<file path="src/sv/smpc_pkg.sv">
package smpc_pkg;

	localparam int TICK_HZ    = 1000000;
	localparam int COUNT_BITS = 24;

	localparam longint unsigned DIVIDEND = 60 * longint'(TICK_HZ);
	localparam int DIVIDEND_BITS = $clog2(DIVIDEND + 1);
	localparam int DIV_CNT_BITS  = $clog2(DIVIDEND_BITS);

	localparam int PULSE_BITS  = 24;
	localparam int RPM_BITS    = 12;
	localparam int SPR_BITS    = 11;
	localparam int MST_BITS    = 9;
	localparam int P1_BITS     = RPM_BITS + SPR_BITS;
	localparam int PROD_BITS   = P1_BITS + MST_BITS;
	localparam int PERIOD_BITS = 16;
	localparam int PERIOD_MIN  = 10;
	localparam int PERIOD_MAX  = 65535;

	localparam int CMP_BITS = (DIVIDEND_BITS + 1 > PROD_BITS) ? DIVIDEND_BITS + 1 : PROD_BITS;
	localparam int QUO_EXT_BITS = (DIVIDEND_BITS > PERIOD_BITS + 1) ? DIVIDEND_BITS
		: PERIOD_BITS + 1;

	localparam int SPR_RESET = 200;
	localparam int MST_RESET = 16;

	localparam int ADDR_BITS = 3;
	localparam int DATA_BITS = 32;

	typedef enum logic [2:0] {
		ACT_TICK,
		ACT_FWD,
		ACT_REV,
		ACT_HOME,
		ACT_END,
		ACT_STOP,
		ACT_PAUSE,
		ACT_RESUME
	} action_t;

	typedef enum logic [1:0] {
		MODE_IDLE,
		MODE_PULSE,
		MODE_HOME,
		MODE_END
	} mode_t;

	typedef enum logic [2:0] {
		ST_IDLE,
		ST_MUL1,
		ST_MUL2,
		ST_DIV,
		ST_APPLY
	} ctrl_state_t;

	typedef enum logic {
		REG_SPR,
		REG_MST
	} reg_idx_t;

	typedef struct packed {
		logic take;
		logic apply_live;
		logic mul1;
		logic mul2;
		logic div_step;
		logic apply_saved;
	} smpc_cmd_t;

	typedef struct packed {
		logic slow;
		logic div_last;
	} smpc_sts_t;

endpackage

</file>
<file path="src/sv/smpc_if.sv">
interface smpc_in_if;
	logic                                valid;
	logic                                ready;
	smpc_pkg::action_t                   action;
	logic [smpc_pkg::PULSE_BITS-1:0]     pulse_count;
	logic [smpc_pkg::RPM_BITS-1:0]       speed_rpm;
	logic                                home_level;
	logic                                end_level;

	modport source (
		output valid, action, pulse_count, speed_rpm, home_level, end_level,
		input  ready
	);
	modport sink (
		input  valid, action, pulse_count, speed_rpm, home_level, end_level,
		output ready
	);
endinterface

interface smpc_out_if;
	logic valid;
	logic ready;
	logic step_out;
	logic dir_out;
	logic drive_enabled;
	logic busy_res;
	logic move_done;
	logic pulse_event;

	modport source (
		output valid, step_out, dir_out, drive_enabled, busy_res, move_done, pulse_event,
		input  ready
	);
	modport sink (
		input  valid, step_out, dir_out, drive_enabled, busy_res, move_done, pulse_event,
		output ready
	);
endinterface

</file>
<file path="src/sv/smpc_ctrl.sv">
module smpc_ctrl (
	input  logic                 clk,
	input  logic                 arst_n,
	input  logic                 in_valid,
	output logic                 in_ready,
	output logic                 out_valid,
	input  logic                 out_ready,
	input  smpc_pkg::smpc_sts_t  sts,
	output smpc_pkg::smpc_cmd_t  cmd
);

	smpc_pkg::ctrl_state_t state_q, state_n;
	logic out_valid_q, out_valid_n;
	logic out_free;

	always_ff @(posedge clk or negedge arst_n) begin
		if (!arst_n) begin
			state_q     <= smpc_pkg::ST_IDLE;
			out_valid_q <= 1'b0;
		end else begin
			state_q     <= state_n;
			out_valid_q <= out_valid_n;
		end
	end

	always_comb begin
		state_n  = state_q;
		cmd      = '0;
		in_ready = 1'b0;
		out_free = !out_valid_q || out_ready;
		case (state_q)
			smpc_pkg::ST_IDLE: begin
				in_ready = out_free;
				if (in_valid && out_free) begin
					cmd.take = 1'b1;
					if (sts.slow) begin
						state_n = smpc_pkg::ST_MUL1;
					end else begin
						cmd.apply_live = 1'b1;
					end
				end
			end
			smpc_pkg::ST_MUL1: begin
				cmd.mul1 = 1'b1;
				state_n  = smpc_pkg::ST_MUL2;
			end
			smpc_pkg::ST_MUL2: begin
				cmd.mul2 = 1'b1;
				state_n  = smpc_pkg::ST_DIV;
			end
			smpc_pkg::ST_DIV: begin
				cmd.div_step = 1'b1;
				if (sts.div_last) begin
					state_n = smpc_pkg::ST_APPLY;
				end
			end
			smpc_pkg::ST_APPLY: begin
				// wait here until the output word slot is free
				if (out_free) begin
					cmd.apply_saved = 1'b1;
					state_n         = smpc_pkg::ST_IDLE;
				end
			end
			default: begin
				state_n = smpc_pkg::ST_IDLE;
			end
		endcase

		if (cmd.apply_live || cmd.apply_saved) begin
			out_valid_n = 1'b1;
		end else if (out_ready) begin
			out_valid_n = 1'b0;
		end else begin
			out_valid_n = out_valid_q;
		end
	end

	assign out_valid = out_valid_q;

endmodule

</file>
<file path="src/sv/smpc_dp.sv">
module smpc_dp (
	input  logic                              clk,
	input  logic                              arst_n,
	input  smpc_pkg::smpc_cmd_t               cmd,
	output smpc_pkg::smpc_sts_t               sts,
	input  smpc_pkg::action_t                 action,
	input  logic [smpc_pkg::PULSE_BITS-1:0]   pulse_count,
	input  logic [smpc_pkg::RPM_BITS-1:0]     speed_rpm,
	input  logic                              home_level,
	input  logic                              end_level,
	input  logic [smpc_pkg::SPR_BITS-1:0]     steps_per_rev,
	input  logic [smpc_pkg::MST_BITS-1:0]     microstep,
	output logic                              step_out,
	output logic                              dir_out,
	output logic                              drive_enabled,
	output logic                              busy_res,
	output logic                              move_done,
	output logic                              pulse_event
);

	localparam int DB = smpc_pkg::DIVIDEND_BITS;
	localparam int CB = smpc_pkg::COUNT_BITS;
	localparam int PB = smpc_pkg::PERIOD_BITS;

	// motion state
	smpc_pkg::mode_t  mode_q, mode_n;
	logic             running_q, running_n;
	logic             done_q, done_n;
	logic             timer_q, timer_n;
	logic             enable_q, enable_n;
	logic             dir_q, dir_n;
	logic [CB-1:0]    pdone_q, pdone_n, pdone_inc;
	logic [CB-1:0]    ptarget_q, ptarget_n;
	logic [PB-1:0]    reload_q, reload_n;
	logic [PB-1:0]    count_q, count_n;
	logic             event_n, step_n;
	logic             halt, start;

	// command held across the period computation
	smpc_pkg::action_t                 act_sv_q;
	logic [smpc_pkg::PULSE_BITS-1:0]   pulses_sv_q;
	logic [smpc_pkg::RPM_BITS-1:0]     rpm_sv_q;

	smpc_pkg::action_t                 act;
	logic [smpc_pkg::PULSE_BITS-1:0]   pul;

	// period divider
	logic [smpc_pkg::P1_BITS-1:0]      p1_q;
	logic [smpc_pkg::PROD_BITS-1:0]    prod_q;
	logic [DB-1:0]                     rem_q, quo_q;
	logic [smpc_pkg::DIV_CNT_BITS-1:0] cnt_q;
	logic [DB:0]                       trial;
	logic [smpc_pkg::CMP_BITS-1:0]     trial_ext, prod_ext, diff;
	logic                              ge;
	logic [smpc_pkg::QUO_EXT_BITS-1:0] quo_ext;
	logic [PB-1:0]                     period_calc;

	assign sts.slow = (action inside {smpc_pkg::ACT_FWD, smpc_pkg::ACT_REV,
		smpc_pkg::ACT_HOME, smpc_pkg::ACT_END}) && (speed_rpm != '0);
	assign sts.div_last = (cnt_q == smpc_pkg::DIV_CNT_BITS'(DB - 1));

	always_ff @(posedge clk) begin
		if (cmd.take) begin
			act_sv_q    <= action;
			pulses_sv_q <= pulse_count;
			rpm_sv_q    <= speed_rpm;
		end
		if (cmd.mul1) begin
			p1_q <= smpc_pkg::P1_BITS'(rpm_sv_q) * smpc_pkg::P1_BITS'(steps_per_rev);
		end
		if (cmd.mul2) begin
			prod_q <= smpc_pkg::PROD_BITS'(p1_q) * smpc_pkg::PROD_BITS'(microstep);
			rem_q  <= '0;
			quo_q  <= DB'(smpc_pkg::DIVIDEND);
			cnt_q  <= '0;
		end else if (cmd.div_step) begin
			// restoring divide, one quotient bit per cycle
			rem_q <= ge ? DB'(diff) : DB'(trial);
			quo_q <= {quo_q[DB-2:0], ge};
			cnt_q <= cnt_q + 1'b1;
		end
	end

	always_comb begin
		trial     = {rem_q, quo_q[DB-1]};
		trial_ext = smpc_pkg::CMP_BITS'(trial);
		prod_ext  = smpc_pkg::CMP_BITS'(prod_q);
		ge        = trial_ext >= prod_ext;
		diff      = trial_ext - prod_ext;
	end

	always_comb begin
		quo_ext = smpc_pkg::QUO_EXT_BITS'(quo_q);
		if (prod_q == '0) begin
			period_calc = PB'(smpc_pkg::PERIOD_MAX);
		end else if (quo_ext < smpc_pkg::QUO_EXT_BITS'(smpc_pkg::PERIOD_MIN + 1)) begin
			period_calc = PB'(smpc_pkg::PERIOD_MIN);
		end else if (quo_ext > smpc_pkg::QUO_EXT_BITS'(smpc_pkg::PERIOD_MAX + 1)) begin
			period_calc = PB'(smpc_pkg::PERIOD_MAX);
		end else begin
			period_calc = PB'(quo_ext - 1'b1);
		end
	end

	always_comb begin
		act       = cmd.apply_saved ? act_sv_q : action;
		pul       = cmd.apply_saved ? pulses_sv_q : pulse_count;
		mode_n    = mode_q;
		running_n = running_q;
		done_n    = done_q;
		timer_n   = timer_q;
		enable_n  = enable_q;
		dir_n     = dir_q;
		pdone_n   = pdone_q;
		ptarget_n = ptarget_q;
		reload_n  = cmd.apply_saved ? period_calc : reload_q;
		count_n   = count_q;
		event_n   = 1'b0;
		halt      = 1'b0;
		start     = 1'b0;
		pdone_inc = pdone_q + 1'b1;
		case (act)
			smpc_pkg::ACT_TICK: begin
				if (timer_q) begin
					// also wraps when a new period left the counter above it
					if (count_q >= reload_q) begin
						count_n = '0;
						event_n = 1'b1;
						pdone_n = pdone_inc;
						if (mode_q == smpc_pkg::MODE_PULSE && pdone_inc >= ptarget_q) begin
							halt = 1'b1;
						end
					end else begin
						count_n = count_q + 1'b1;
					end
				end
				if (mode_q == smpc_pkg::MODE_HOME && home_level) begin
					halt = 1'b1;
				end
				if (mode_q == smpc_pkg::MODE_END && end_level) begin
					halt = 1'b1;
				end
			end
			smpc_pkg::ACT_FWD, smpc_pkg::ACT_REV: begin
				ptarget_n = CB'(pul);
				pdone_n   = '0;
				mode_n    = smpc_pkg::MODE_PULSE;
				dir_n     = (act == smpc_pkg::ACT_REV);
				start     = 1'b1;
			end
			smpc_pkg::ACT_HOME: begin
				mode_n = smpc_pkg::MODE_HOME;
				dir_n  = 1'b0;
				start  = 1'b1;
			end
			smpc_pkg::ACT_END: begin
				mode_n = smpc_pkg::MODE_END;
				dir_n  = 1'b1;
				start  = 1'b1;
			end
			smpc_pkg::ACT_STOP: begin
				halt = 1'b1;
			end
			smpc_pkg::ACT_PAUSE: begin
				enable_n = 1'b0;
				timer_n  = 1'b0;
			end
			smpc_pkg::ACT_RESUME: begin
				enable_n = 1'b1;
				timer_n  = 1'b1;
			end
			default: begin
			end
		endcase
		if (halt) begin
			enable_n  = 1'b0;
			timer_n   = 1'b0;
			running_n = 1'b0;
			done_n    = 1'b1;
		end
		if (start) begin
			enable_n  = 1'b1;
			timer_n   = 1'b1;
			running_n = 1'b1;
			done_n    = 1'b0;
		end
		step_n = timer_n && (count_n < (reload_n >> 1));
	end

	always_ff @(posedge clk or negedge arst_n) begin
		if (!arst_n) begin
			mode_q    <= smpc_pkg::MODE_IDLE;
			running_q <= 1'b0;
			done_q    <= 1'b1;
			timer_q   <= 1'b0;
			enable_q  <= 1'b0;
			dir_q     <= 1'b0;
			pdone_q   <= '0;
			ptarget_q <= '0;
			reload_q  <= PB'(smpc_pkg::PERIOD_MAX);
			count_q   <= '0;
		end else if (cmd.apply_live || cmd.apply_saved) begin
			mode_q    <= mode_n;
			running_q <= running_n;
			done_q    <= done_n;
			timer_q   <= timer_n;
			enable_q  <= enable_n;
			dir_q     <= dir_n;
			pdone_q   <= pdone_n;
			ptarget_q <= ptarget_n;
			reload_q  <= reload_n;
			count_q   <= count_n;
		end
	end

	always_ff @(posedge clk) begin
		if (cmd.apply_live || cmd.apply_saved) begin
			step_out      <= step_n;
			dir_out       <= dir_n;
			drive_enabled <= enable_n;
			busy_res      <= running_n;
			move_done     <= done_n;
			pulse_event   <= event_n;
		end
	end

endmodule

</file>
<file path="src/sv/stepper_motion_pulse_controller.sv">
// Step/direction pulse generator for a stepper driver.
// in_ch carries one word per call: a timer tick (action 0) or a move,
// stop, pause or resume command. out_ch returns exactly one status word
// for every accepted input word, in order.
// Ticks, stop, pause, resume and moves with zero rpm: the status word is
// valid in the cycle after acceptance, and a new word is taken every cycle
// while the sink keeps up.
// Moves with a non-zero rpm recompute the step period: a multiply in
// state MUL1 and one in MUL2, the restoring divider at one cycle per
// quotient bit (26 at a 1 MHz tick), then a write-back in state APPLY
// once the output slot is free; in_ch.ready stays low meanwhile.
// A status word that is not taken holds out_ch; in_ch.ready drops until
// the slot frees up, so nothing is dropped.
// Reset (arst_n low) stops the motor, disables the driver, sets the
// period to 65535 and the config registers to 200 steps and 16 microsteps.
// The APB port (addresses 0 and 4) writes and reads the two config
// registers; write them only while no word is in flight.
module stepper_motion_pulse_controller (
	input  logic                             clk,
	input  logic                             arst_n,
	smpc_in_if.sink                          in_ch,
	smpc_out_if.source                       out_ch,
	input  logic                             psel,
	input  logic                             penable,
	input  logic                             pwrite,
	input  logic [smpc_pkg::ADDR_BITS-1:0]   paddr,
	input  logic [smpc_pkg::DATA_BITS-1:0]   pwdata,
	output logic [smpc_pkg::DATA_BITS-1:0]   prdata,
	output logic                             pready
);

	logic [smpc_pkg::SPR_BITS-1:0] spr_q;
	logic [smpc_pkg::MST_BITS-1:0] mst_q;
	logic                          reg_sel;
	logic                          wr_en;
	smpc_pkg::smpc_cmd_t           cmd;
	smpc_pkg::smpc_sts_t           sts;

	assign pready  = 1'b1;
	assign reg_sel = paddr[smpc_pkg::ADDR_BITS-1];
	assign wr_en   = psel && penable && pwrite;

	always_ff @(posedge clk or negedge arst_n) begin
		if (!arst_n) begin
			spr_q <= smpc_pkg::SPR_BITS'(smpc_pkg::SPR_RESET);
			mst_q <= smpc_pkg::MST_BITS'(smpc_pkg::MST_RESET);
		end else if (wr_en) begin
			if (reg_sel == smpc_pkg::REG_MST) begin
				mst_q <= pwdata[smpc_pkg::MST_BITS-1:0];
			end else begin
				spr_q <= pwdata[smpc_pkg::SPR_BITS-1:0];
			end
		end
	end

	always_comb begin
		if (reg_sel == smpc_pkg::REG_MST) begin
			prdata = smpc_pkg::DATA_BITS'(mst_q);
		end else begin
			prdata = smpc_pkg::DATA_BITS'(spr_q);
		end
	end

	smpc_ctrl u_ctrl (
		.clk       (clk),
		.arst_n    (arst_n),
		.in_valid  (in_ch.valid),
		.in_ready  (in_ch.ready),
		.out_valid (out_ch.valid),
		.out_ready (out_ch.ready),
		.sts       (sts),
		.cmd       (cmd)
	);

	smpc_dp u_dp (
		.clk           (clk),
		.arst_n        (arst_n),
		.cmd           (cmd),
		.sts           (sts),
		.action        (in_ch.action),
		.pulse_count   (in_ch.pulse_count),
		.speed_rpm     (in_ch.speed_rpm),
		.home_level    (in_ch.home_level),
		.end_level     (in_ch.end_level),
		.steps_per_rev (spr_q),
		.microstep     (mst_q),
		.step_out      (out_ch.step_out),
		.dir_out       (out_ch.dir_out),
		.drive_enabled (out_ch.drive_enabled),
		.busy_res      (out_ch.busy_res),
		.move_done     (out_ch.move_done),
		.pulse_event   (out_ch.pulse_event)
	);

endmodule

</file>
<file path="src/flat_wrapper.sv">
// flat-port wrapper written by rule: the top's interface ports become plain ports
module stepper_motion_pulse_controller_flat 
  (clk, arst_n, psel, penable, pwrite, paddr, pwdata, prdata, pready, in_ch_valid, in_ch_action, in_ch_pulse_count, in_ch_speed_rpm, in_ch_home_level, in_ch_end_level, in_ch_ready, out_ch_valid, out_ch_step_out, out_ch_dir_out, out_ch_drive_enabled, out_ch_busy_res, out_ch_move_done, out_ch_pulse_event, out_ch_ready);
  smpc_in_if in_ch_i ();
  smpc_out_if out_ch_i ();
  input  logic clk;
  input  logic arst_n;
  input  logic psel;
  input  logic penable;
  input  logic pwrite;
  input  logic [smpc_pkg::ADDR_BITS-1:0] paddr;
  input  logic [smpc_pkg::DATA_BITS-1:0] pwdata;
  output logic [smpc_pkg::DATA_BITS-1:0] prdata;
  output logic pready;
  input wire logic [$bits(in_ch_i.valid)-1:0] in_ch_valid;
  input wire logic [$bits(in_ch_i.action)-1:0] in_ch_action;
  input wire logic [$bits(in_ch_i.pulse_count)-1:0] in_ch_pulse_count;
  input wire logic [$bits(in_ch_i.speed_rpm)-1:0] in_ch_speed_rpm;
  input wire logic [$bits(in_ch_i.home_level)-1:0] in_ch_home_level;
  input wire logic [$bits(in_ch_i.end_level)-1:0] in_ch_end_level;
  output wire logic [$bits(in_ch_i.ready)-1:0] in_ch_ready;
  output wire logic [$bits(out_ch_i.valid)-1:0] out_ch_valid;
  output wire logic [$bits(out_ch_i.step_out)-1:0] out_ch_step_out;
  output wire logic [$bits(out_ch_i.dir_out)-1:0] out_ch_dir_out;
  output wire logic [$bits(out_ch_i.drive_enabled)-1:0] out_ch_drive_enabled;
  output wire logic [$bits(out_ch_i.busy_res)-1:0] out_ch_busy_res;
  output wire logic [$bits(out_ch_i.move_done)-1:0] out_ch_move_done;
  output wire logic [$bits(out_ch_i.pulse_event)-1:0] out_ch_pulse_event;
  input wire logic [$bits(out_ch_i.ready)-1:0] out_ch_ready;
  assign in_ch_i.valid = in_ch_valid;
  assign in_ch_i.action = in_ch_action;
  assign in_ch_i.pulse_count = in_ch_pulse_count;
  assign in_ch_i.speed_rpm = in_ch_speed_rpm;
  assign in_ch_i.home_level = in_ch_home_level;
  assign in_ch_i.end_level = in_ch_end_level;
  assign in_ch_ready = in_ch_i.ready;
  assign out_ch_valid = out_ch_i.valid;
  assign out_ch_step_out = out_ch_i.step_out;
  assign out_ch_dir_out = out_ch_i.dir_out;
  assign out_ch_drive_enabled = out_ch_i.drive_enabled;
  assign out_ch_busy_res = out_ch_i.busy_res;
  assign out_ch_move_done = out_ch_i.move_done;
  assign out_ch_pulse_event = out_ch_i.pulse_event;
  assign out_ch_i.ready = out_ch_ready;
  stepper_motion_pulse_controller u_core (.clk(clk), .arst_n(arst_n), .in_ch(in_ch_i), .out_ch(out_ch_i), .psel(psel), .penable(penable), .pwrite(pwrite), .paddr(paddr), .pwdata(pwdata), .prdata(prdata), .pready(pready));
endmodule
</file>
<file path="config.mk">
export PLATFORM = sky130hd
export DESIGN_NAME = stepper_motion_pulse_controller_flat
export DESIGN_NICKNAME = d
export VERILOG_FILES = /design/src/sv/smpc_pkg.sv /design/src/sv/smpc_if.sv /design/src/sv/smpc_ctrl.sv /design/src/sv/smpc_dp.sv /design/src/sv/stepper_motion_pulse_controller.sv /design/src/flat_wrapper.sv
export SDC_FILE = /design/constraint.sdc
export NUM_CORES = 1
export LEC_CHECK = 0
export ABC_CLOCK_PERIOD_IN_PS = 16300
export BUFFER_PORTS_ARGS = -buffer_cell sky130_fd_sc_hd__buf_2
export CAP_MARGIN = 20
export CELL_PAD_IN_SITES_DETAIL_PLACEMENT = 1
export CELL_PAD_IN_SITES_GLOBAL_PLACEMENT = 2
export CORE_ASPECT_RATIO = 1.1
export CORE_MARGIN = 2
export CORE_UTILIZATION = 40
export CTS_BUF_LIST = sky130_fd_sc_hd__clkbuf_4 sky130_fd_sc_hd__clkbuf_8
export DETAILED_ROUTE_END_ITERATION = 10
export PLACE_DENSITY = 0.79
export SYNTH_ARGS = -nofsm -noshare
export SYNTH_HDL_FRONTEND = slang
export SYNTH_SLANG_ARGS = --single-unit
export TNS_END_PERCENT = 20
</file>
<file path="constraint.sdc">
create_clock -name clk -period 16.3 [get_ports clk]
set_input_delay 0.815 -clock clk [delete_from_list [all_inputs] [get_ports clk]]
set_output_delay 0.815 -clock clk [all_outputs]
set_load 0.05 [all_outputs]
</file>
==> results of run 1 <==
## path summary, 6_finish.rpt
kind / startpoint / endpoint / slack (ns) / cells after the start
max: u_core.mst_q[1]$_DFFE_PN0P_ / u_core.u_dp.prod_ext[21]$_DFFE_PN_ / 10.09 / 15
min: arst_n / u_core.u_dp.dir_q$_DFFE_PN0P_ / 0.15 / 1
max reg2reg: u_core.mst_q[1]$_DFFE_PN0P_ / u_core.u_dp.prod_ext[21]$_DFFE_PN_ / 10.09 / 15
min reg2reg: u_core.u_dp.quo_ext[18]$_SDFFE_PN0P_ / u_core.u_dp.quo_ext[18]$_SDFFE_PN0P_ / 0.48 / 2
max in group asynchronous: arst_n / u_core.spr_q[6]$_DFFE_PN1P_ / 15.07 / 3
min in group clk: in_ch_pulse_count[20] / u_core.u_dp.pulses_sv_q[20]$_DFFE_PP_ / 0.36 / 1
## cell families after synthesis
group | after synthesis | share of synthesized area
other | 2 | 0.0003004
adders and majority gates | 438 | 0.2907
muxes | 66 | 0.02873
DFF | 268 | 0.2779
buffers and inverters | 529 | 0.08383
xor gates and xnor gates | 106 | 0.03714
and+or+nand+nor | 844 | 0.1652
AOI/OAI and AO/OA | 466 | 0.1163
## state kept, by name (all words and copies together), names as in the netlist, 11 cells and up
name / flops
u_core.u_dp.count_q: 16
u_core.u_dp.reload_q: 16
u_core.u_dp.p1_q: 23
u_core.u_dp.pdone_q: 24
u_core.u_dp.rem_q: 26
u_core.u_dp.prod_ext: 32
u_core.u_dp.pulses_sv_q: 24
u_core.u_dp.rpm_sv_q: 12
u_core.u_dp.quo_ext: 26
u_core.spr_q: 11
u_core.u_dp.ptarget_q: 24
## routing by layer
metal / vias to the layer above / share of wire
met5: - / 0
met4: 0 / 0.022
met3: 77 / 0.022
met2: 177 / 0.52
met1: 9777 / 0.43
li1: 9007 / -
## layout by cell type (no fill, tap or decap), drive strengths merged, types with 40 or more instances in the layout
cell type and n:
o21ai 147, nor2 111, dfxtp 57, clkbuf 84, dfrtp 90, ha 200
nand2 354, a21oi 109, buf 98, fa 238, and2 162, nor3 40
xnor2 67, edfxtp 100, inv 389
## area by class of cell
type,instances,area (um2)
inverter,388,1456
clock inverter,10,67.56
fill,7227,34970
timing repair buffer,98,563.0
antenna,1,2.502
multi-input combinational,1942,16060
clock buffer,84,987.2
tap,833,1042
sequential,268,6948
## per-stage QoR
stage | cells | area, um2
floorplan | 2739 | 25080
global placement | 3528 | 26040
detailed placement | 3528 | 26040
CTS | 3622 | 27100
global route | 3624 | 27130
finish | 3624 | 27130
==> impl_metrics.env, run 1 <==
export IMPL_worst_slack_ns=10.09
export IMPL_drc=0
export IMPL_cts_setup_buffers=0
export IMPL_grt_usage=0.2050
export IMPL_wl_per_cell_um=17.95
export IMPL_cp_required_ns=16.69
export IMPL_syn_area_per_cell_um2=9.195
export IMPL_syn_area_um2=25000
export IMPL_fin_nets=3270
export IMPL_post_dp_hpwl_um=49900
export IMPL_holdBufCountCts=0
export IMPL_use_met3=0.02357
export IMPL_worst_path_buf_inv=1
export IMPL_grt_pass1_wl_um=107900
export IMPL_cts_path_max_buffers=3
export IMPL_finalMaxSlewViolations=0
export IMPL_cts_buffers=51
export IMPL_grt_pass1_vias=20860
export IMPL_synthTopCellsByCount="inv_1 (386), nand2_1 (354), fa_1 (238), ha_1 (200), and2_1 (161)"
export IMPL_yosysWarnings=0
export IMPL_first_pass_iters=5
export IMPL_tightest_slew_ns=1.038
export IMPL_htree_levels=2
export IMPL_clock_sinks=268
export IMPL_cts_resized=0
export IMPL_place_ws_ns=10.07
export IMPL_final_core_util=0.4369
export IMPL_hold_viol_final=0
export IMPL_die_x_um=242.4
export IMPL_crit_type="flop to flop"
export IMPL_first_iter_violations=645
export IMPL_synth_top_area_cell="fa_1"
export IMPL_rows=96
export IMPL_crit_path_start_kind="flop"
export IMPL_io_pins=124
export IMPL_syn_inst=2719
export IMPL_holdCritPathClass="primary input to async pin"
export IMPL_drv_cap=0
export IMPL_rsz0062_at_grt="no"
export IMPL_area_growth_pct=8.513
export IMPL_cp_common_cell="fa_1"
export IMPL_ant_nets=0
export IMPL_cts_root_buf="clkbuf_8"
export IMPL_drive_gt1_frac=0.1007
export IMPL_max_freq_mhz=161.0
export IMPL_yosys_top_cells_area="fa_1 (19%), edfxtp_1 (12%), ha_1 (10%)"
export IMPL_routed_wl_um=65060
export IMPL_hold_ws_ns=0.1517
export IMPL_synth_edf_count=100
export IMPL_clk_pin_slew_ns=0.06
export IMPL_max_stage_delay_ns=1.00
export IMPL_synthArstFlopShare=0.4142
export IMPL_critPathArrivalTime_ns=6.60
export IMPL_synth_ff_type="edfxtp_1"
export IMPL_place_congestion=0.8171
export IMPL_period_share=0.3811
export IMPL_end_kind="flop"
export IMPL_slew_headroom=0.3079
export IMPL_yosysUniqueCellTypes=83
export IMPL_overflow=0
export IMPL_fp_dieH_um=266.2
export IMPL_cp_slowest_cell="dfrtp_1"
export IMPL_met2_usage=0.3754
export IMPL_yosys_cell_count_top_type="inv_1"
export IMPL_tritoncts="built"
export IMPL_skew_ns=0.03602
export IMPL_path_cells="nand2_1, fa_1, fa_1, fa_1, fa_1, inv_1, ha_1, o21ai_0, o21ai_0, a41oi_1, o31ai_1, nand2_1, a21oi_1, o31ai_1, a211o_1"
export IMPL_dieArea_um2=64520
export IMPL_setup_tns_ns=0
export IMPL_vias_per_cell=5.253
export IMPL_setup_violations=0
export IMPL_grt_use_met1=0.2546
export IMPL_seq_area_frac_synth=0.2779
export IMPL_ys_ff_latch=268
export IMPL_grt_max_degree=76
export IMPL_netlist_area_leader_share=0.1906
export IMPL_status="finished clean"
export IMPL_antenna_found_initial=1
export IMPL_period_needed_ns=6.212
export IMPL_initial_core_util=0.4026
export IMPL_place_port_buffers=78
export IMPL_busiest_layer="met2"
export IMPL_cp_top_family="adder cells"
export IMPL_clkLatencyLatePin_ns=0.65
export IMPL_crit_fanout=25
export IMPL_core_um2=62100
export IMPL_via_count=19040
Power of run 1 is left out: the tool's default activity adds up to more than one toggle a clock period on the data nets, which glitch-free logic cannot reach.
==> run 2: changes to the inputs <==
--- a/config.mk
+++ b/config.mk
@@ -5,17 +5,17 @@
 export SDC_FILE = /design/constraint.sdc
 export NUM_CORES = 1
 export LEC_CHECK = 0
-export ABC_CLOCK_PERIOD_IN_PS = 16300
+export ABC_CLOCK_PERIOD_IN_PS = 5650
 export BUFFER_PORTS_ARGS = -buffer_cell sky130_fd_sc_hd__buf_2
 export CAP_MARGIN = 20
 export CELL_PAD_IN_SITES_DETAIL_PLACEMENT = 1
 export CELL_PAD_IN_SITES_GLOBAL_PLACEMENT = 2
 export CORE_ASPECT_RATIO = 1.1
 export CORE_MARGIN = 2
-export CORE_UTILIZATION = 40
+export CORE_UTILIZATION = 37
 export CTS_BUF_LIST = sky130_fd_sc_hd__clkbuf_4 sky130_fd_sc_hd__clkbuf_8
 export DETAILED_ROUTE_END_ITERATION = 10
-export PLACE_DENSITY = 0.79
+export PLACE_DENSITY = 0.77
 export SYNTH_ARGS = -nofsm -noshare
 export SYNTH_HDL_FRONTEND = slang
 export SYNTH_SLANG_ARGS = --single-unit
==> constraint.sdc (replaced) <==
create_clock -name clk -period 5.65 [get_ports clk]
set_input_delay 0.2825 -clock clk [delete_from_list [all_inputs] [get_ports clk]]
set_output_delay 0.2825 -clock clk [all_outputs]
set_load 0.05 [all_outputs]
==> run 2 against run 1 <==
Cell count is 4.2% higher. Count of clock-buffer cells in the layout is 3 lower. Highest routed layer unchanged. Worst hold slack worse by 0.086 ns. Register-to-register slack worse by 10 ns. Maximum frequency is 12% higher. Clock skew is 0.0026 ns higher.
==> impl_metrics.env, run 2 (synthesis gave the netlist of run 1 again) <==
export IMPL_drc=0
export IMPL_final_core_util=0.4276
export IMPL_largest_reg_flops=32
export IMPL_cp_top_family="adder cells"
export IMPL_startpoint="u_core.u_dp.rpm_sv_q[4]$_DFFE_PP_"
export IMPL_finalMaxSlewViolations=0
export IMPL_fin_nets=3394
export IMPL_cts_buffers=51
export IMPL_dpl_cell_area_um2=26530
export IMPL_htree_levels=2
export IMPL_critPathArrivalTime_ns=5.95
export IMPL_overflow=0
export IMPL_final_common_cell="inv_1"
export IMPL_hold_viol_final=0
export IMPL_rr_startpoint="u_core.u_dp.rpm_sv_q[4]$_DFFE_PP_"
export IMPL_setup_violations=0
export IMPL_drv_cap=0
export IMPL_place_port_buffers=78
export IMPL_worst_slack_ns=0.1038
export IMPL_fin_area_um2=28500
export IMPL_holdCritPathClass="primary input to flop"
export IMPL_cp_common_cell="fa_1"
export IMPL_crit_fanout=5
export IMPL_post_dp_hpwl_um=53120
export IMPL_rrSetupSlack_ns=0.10
export IMPL_vias_per_cell=5.190
export IMPL_tritoncts="built"
export IMPL_period_share=0.9816
export IMPL_cp_endpoint="u_core.u_dp.p1_q[22]$_DFFE_PP_"
export IMPL_grt_pass1_vias=21620
export IMPL_routed_wl_um=69610
export IMPL_antenna_found_initial=2
export IMPL_max_stage_delay_ns=0.54
export IMPL_via_count=19590
export IMPL_period_needed_ns=5.546
export IMPL_place_congestion=0.8224
export IMPL_ant_nets=0
export IMPL_io_pins=124
export IMPL_area_growth_pct=13.99
export IMPL_wl_per_cell_um=18.44
export IMPL_cp_required_ns=6.05
export IMPL_cts_root_buf="clkbuf_8"
export IMPL_fp_dieH_um=276.6
export IMPL_reg2regPathDepth=19
export IMPL_cp_depth=19
export IMPL_clk_pin_slew_ns=0.07
export IMPL_die_x_um=251.8
export IMPL_crit_path_start_kind="flop"
export IMPL_skew_ns=0.03866
export IMPL_grt_usage=0.2012
export IMPL_first_iter_violations=790
export IMPL_first_pass_iters=5
export IMPL_end_kind="flop"
export IMPL_mostFrequentLayoutCells="inv_1 (367), nand2_1 (350), fa_1 (230), ha_1 (194), and2_1 (150)"
export IMPL_clkLatencyLatePin_ns=0.66
export IMPL_cp_slowest_cell="fa_1"
export IMPL_path_cells="and2_4, fa_1, inv_2, fa_1, inv_2, fa_1, fa_1, inv_2, fa_1, inv_2, ha_4, and2_4, a221o_1, o21a_1, a211oi_2, a21oi_2, a211o_1, a21oi_2, xnor2_1"
export IMPL_place_ws_ns=-0.1597
export IMPL_grt_pass1_wl_um=113400
export IMPL_dieArea_um2=69670
export IMPL_rows=99
export IMPL_rsz0062_at_grt="yes"
export IMPL_timing_rr_end="u_core.u_dp.p1_q[22]$_DFFE_PP_"
export IMPL_worst_path_buf_inv=4
export IMPL_slew_headroom=0.3442
export IMPL_status="finished clean"
export IMPL_drive_gt1_frac=0.1448
export IMPL_max_freq_mhz=180.3
export IMPL_grt_max_degree=63
export IMPL_crit_type="flop to flop"
export IMPL_tightest_slew_ns=0.9785
export IMPL_core_um2=66640
export IMPL_initial_core_util=0.3751
export IMPL_clock_sinks=268
export IMPL_cts_path_max_buffers=3
run 2: layout make-up:
cell class                 count  area [um2]
timing repair buffer         222        1647
clock buffer                  81        1008
inverter                     388        1456
multi-input combinational   1942       16220
antenna                        2       5.005
clock inverter                14       113.9
sequential                   268        6970
fill                        7703       38140
tap                          858        1074
run 2: worst min-delay path by stage:
stage | start | end | slack [ns] | cells after the start
finish | out_ch_ready | u_core.u_ctrl.state_q[2]$_DFFE_PN0P_ | 0.07 | 4
global route | out_ch_ready | u_core.u_ctrl.state_q[2]$_DFFE_PN0P_ | 0.05 | 4
CTS | out_ch_ready | u_core.u_ctrl.state_q[2]$_DFFE_PN0P_ | 0.02 | 4
detailed placement | arst_n | u_core.u_dp.count_q[15]$_DFFE_PN0P_ | 0.46 | 1
global placement | arst_n | u_core.u_dp.count_q[15]$_DFFE_PN0P_ | 0.45 | 1
floorplan | arst_n | u_core.mst_q[0]$_DFFE_PN0P_ | -0.01 | 0
run 2: worst reg2reg max path: stages, from the launching register on:
cell and delay [ns]:
edfxtp_1 0.49, and2_4 0.23, fa_1 0.54, inv_2 0.05, fa_1 0.49, inv_2 0.04
fa_1 0.48, fa_1 0.52, inv_2 0.04, fa_1 0.52, inv_2 0.05, ha_4 0.22
and2_4 0.14, a221o_1 0.34, o21a_1 0.20, a211oi_2 0.27, a21oi_2 0.13, a211o_1 0.31
a21oi_2 0.15, xnor2_1 0.08
run 2: repair_timing:
action                                  4_1_cts  5_1_grt
resized for setup                             5       76
gates cloned                                  0        0
hold buffers                                 51        0
pin swaps                                     1       51
endpoints found under the setup margin        5       17
buffers inserted                              0       12
endpoints found under the hold margin       126        0
run 2: routing by layer:
layer	GRT usage	vias to the layer above	wire length [um]	share of wire
met2	0.3719	234	36810	0.53
met3	0.02124	100	1652	0.024
li1	-	9258	-	-
met1	0.2448	10000	29250	0.42
met5	0	-	0	0
met4	0.05993	0	1892	0.027
run 2: per-stage QoR:
| stage | setup TNS [ns] | cells | hold WS [ns] |
|---|---|---|---|
| after global routing | -0.08814 | 3775 | 0.04671 |
| after detailed placement | -0.2465 | 3614 | 0.4613 |
| after CTS | -0.01387 | 3760 | 0.01577 |
| after global placement | -0.1485 | 3614 | 0.4500 |
| after floorplan | 0 | 2739 | -0.01309 |
| final | 0 | 3775 | 0.06546 |
Power of run 2 is left out for the same reason.
==> run 3: changes to the inputs <==
--- a/config.mk
+++ b/config.mk
@@ -7,15 +7,16 @@
 export LEC_CHECK = 0
 export ABC_CLOCK_PERIOD_IN_PS = 5650
 export BUFFER_PORTS_ARGS = -buffer_cell sky130_fd_sc_hd__buf_2
-export CAP_MARGIN = 20
 export CELL_PAD_IN_SITES_DETAIL_PLACEMENT = 1
 export CELL_PAD_IN_SITES_GLOBAL_PLACEMENT = 2
 export CORE_ASPECT_RATIO = 1.1
 export CORE_MARGIN = 2
 export CORE_UTILIZATION = 37
 export CTS_BUF_LIST = sky130_fd_sc_hd__clkbuf_4 sky130_fd_sc_hd__clkbuf_8
+export CTS_CLUSTER_SIZE = 40
 export DETAILED_ROUTE_END_ITERATION = 10
 export PLACE_DENSITY = 0.77
+export REMOVE_ABC_BUFFERS = 1
 export SYNTH_ARGS = -nofsm -noshare
 export SYNTH_HDL_FRONTEND = slang
 export SYNTH_SLANG_ARGS = --single-unit
==> run 3 against run 2 <==
Global-route usage decreased by 0.43 points. Utilization decreased by 0.070 points. Cell count increased by 0.29%. Register-to-register slack improved by 0.03 ns. Cell area decreased by 0.16%. Critical path type unchanged.
==> impl_metrics.env, run 3 (synthesis gave the netlist of run 1 again) <==
export IMPL_status="finished clean"
export IMPL_rows=99
export IMPL_grt_usage=0.1969
export IMPL_initial_core_util=0.3751
export IMPL_holdCritPathClass="primary input to flop"
export IMPL_final_core_util=0.4269
export IMPL_grt_pass1_vias=21690
export IMPL_met2_usage=0.3653
export IMPL_core_um2=66640
export IMPL_final_common_cell="inv_1"
export IMPL_drive_gt1_frac=0.1356
export IMPL_slew_headroom=0.3036
export IMPL_largest_reg_flops=32
export IMPL_wl_per_cell_um=17.88
export IMPL_mostFrequentLayoutCells="inv_1 (375), nand2_1 (351), fa_1 (230), ha_1 (195), and2_1 (153)"
export IMPL_clk_pin_slew_ns=0.06
export IMPL_crit_fanout=3
export IMPL_fill_cells=7716
export IMPL_clock_sinks=268
export IMPL_dieArea_um2=69670
export IMPL_cts_root_buf="clkbuf_8"
export IMPL_antenna_found_initial=1
export IMPL_vias_per_cell=5.130
export IMPL_tightest_slew_ns=1.044
export IMPL_setup_violations=0
export IMPL_finalMaxSlewViolations=0
export IMPL_use_met3=0.02463
export IMPL_period_share=0.9771
export IMPL_drc=0
export IMPL_grt_use_met1=0.2330
export IMPL_cp_common_cell="fa_1"
export IMPL_post_dp_hpwl_um=53270
export IMPL_rsz0062_at_grt="yes"
export IMPL_cts_path_max_buffers=3
export IMPL_first_iter_violations=656
export IMPL_place_ws_ns=-0.1374
export IMPL_busiest_layer="met2"
export IMPL_die_x_um=251.8
export IMPL_critPathArrivalTime_ns=5.92
export IMPL_fin_nets=3405
export IMPL_max_freq_mhz=181.1
export IMPL_period_needed_ns=5.521
export IMPL_max_stage_delay_ns=0.56
export IMPL_overflow=0
export IMPL_io_pins=124
export IMPL_drv_cap=0
export IMPL_cts_buffers=52
export IMPL_path_cells="and2_4, fa_1, fa_1, inv_1, fa_1, inv_2, fa_1, inv_1, fa_1, inv_1, ha_4, or2_4, and2_4, and3_1, a211oi_2, buf_4, a21oi_4, a211o_1, a21oi_2, xnor2_1"
export IMPL_clkLatencyLatePin_ns=0.65
export IMPL_via_count=19420
export IMPL_skew_ns=0.02200
export IMPL_regArea_um2=6950
export IMPL_routed_wl_um=67680
export IMPL_grt_pass1_wl_um=111600
export IMPL_crit_type="flop to flop"
export IMPL_htree_levels=2
export IMPL_end_kind="flop"
export IMPL_first_pass_iters=4
export IMPL_multi_input_area_um2=16200
export IMPL_tritoncts="built"
export IMPL_grt_max_degree=64
export IMPL_area_growth_pct=13.81
export IMPL_ant_nets=0
export IMPL_cp_required_ns=6.05
export IMPL_fp_dieH_um=276.6
export IMPL_hold_viol_final=0
export IMPL_place_congestion=0.8282
export IMPL_place_port_buffers=78
export IMPL_cp_slowest_cell="fa_1"
export IMPL_worst_slack_ns=0.1294
export IMPL_crit_path_start_kind="flop"
## run 3: cell types whose count changed in the layout (fill, tap and decap cells not counted), moves of 4 or more
cell      previous run  this run
inv_2               21        13
inv_1              367       375
clkinv_1             1        13
clkbuf_8            64        53
dfrtp_2              9         2
buf_4               82        94
buf_6               12         8
clkinv_2             8        16
dfrtp_1             79        88
clkbuf_4            17         7
## run 3: through the flow
step           hold WS (ns)  setup TNS (ns)  cell area (um2)  instances
5_1_grt             0.07905         -0.1050            28450       3786
6_report            0.08500               0            28450       3786
3_5_place_dp         0.4623         -0.2165            26650       3628
2_1_floorplan      -0.01309               0            24440       2598
3_3_place_gp         0.4467        -0.02666            26650       3628
4_1_cts             0.01861               0            28270       3779
## run 3: layer usage
metal / vias to the layer above / routed length [um]
met1: 9781 / 28100
met2: 244 / 35520
met3: 109 / 1805
met4: 0 / 2243
li1: 9289 / -
met5: - / 0
## run 3: worst paths after layout
kind | from | end | slack, ns | cells after the start
hold reg to reg | u_core.u_dp.cnt_q[4]$_SDFFE_PN0P_ | u_core.u_dp.cnt_q[4]$_SDFFE_PN0P_ | 0.48 | 1
min in group asynchronous | arst_n | u_core.u_dp.count_q[14]$_DFFE_PN0P_ | 0.29 | 2
setup / recovery | u_core.u_dp.rpm_sv_q[4]$_DFFE_PP_ | u_core.u_dp.p1_q[22]$_DFFE_PP_ | 0.13 | 20
max in group asynchronous | arst_n | u_core.mst_q[1]$_DFFE_PN0P_ | 4.02 | 3
setup reg to reg | u_core.u_dp.rpm_sv_q[4]$_DFFE_PP_ | u_core.u_dp.p1_q[22]$_DFFE_PP_ | 0.13 | 20
hold / removal | in_ch_valid | u_core.u_ctrl.state_q[0]$_DFFE_PN0P_ | 0.08 | 4
## run 3: what timing repair did
action                                  in CTS  in global routing
endpoints found under the setup margin       4                  7
hold buffers                                52                  0
setup buffers                                2                  6
endpoints found under the hold margin      129                  0
pin swaps                                    9                 37
cloned                                       0                  0
gates resized for setup                     10                 44
## run 3: final cells by class
cell class | count | share of cell area
Tap cell | 858 | 0.03773
Timing Repair Buffer | 232 | 0.06051
Antenna cell | 1 | 0.00008795
Clock inverter | 37 | 0.009367
Inverter | 388 | 0.05119
Sequential cell | 268 | 0.2443
Clock buffer | 60 | 0.02748
Multi-Input combinational cell | 1942 | 0.5693
## run 3: critical path: cells and delay by family (launching register included)
family | cells | cell delay, ns
xor+xnor | 1 | 0.08
flops | 1 | 0.45
fa+ha+maj | 6 | 2.86
compound gates | 4 | 0.72
simple gates | 4 | 0.79
buf+inv | 5 | 0.38
Power of run 3 is left out for the same reason.
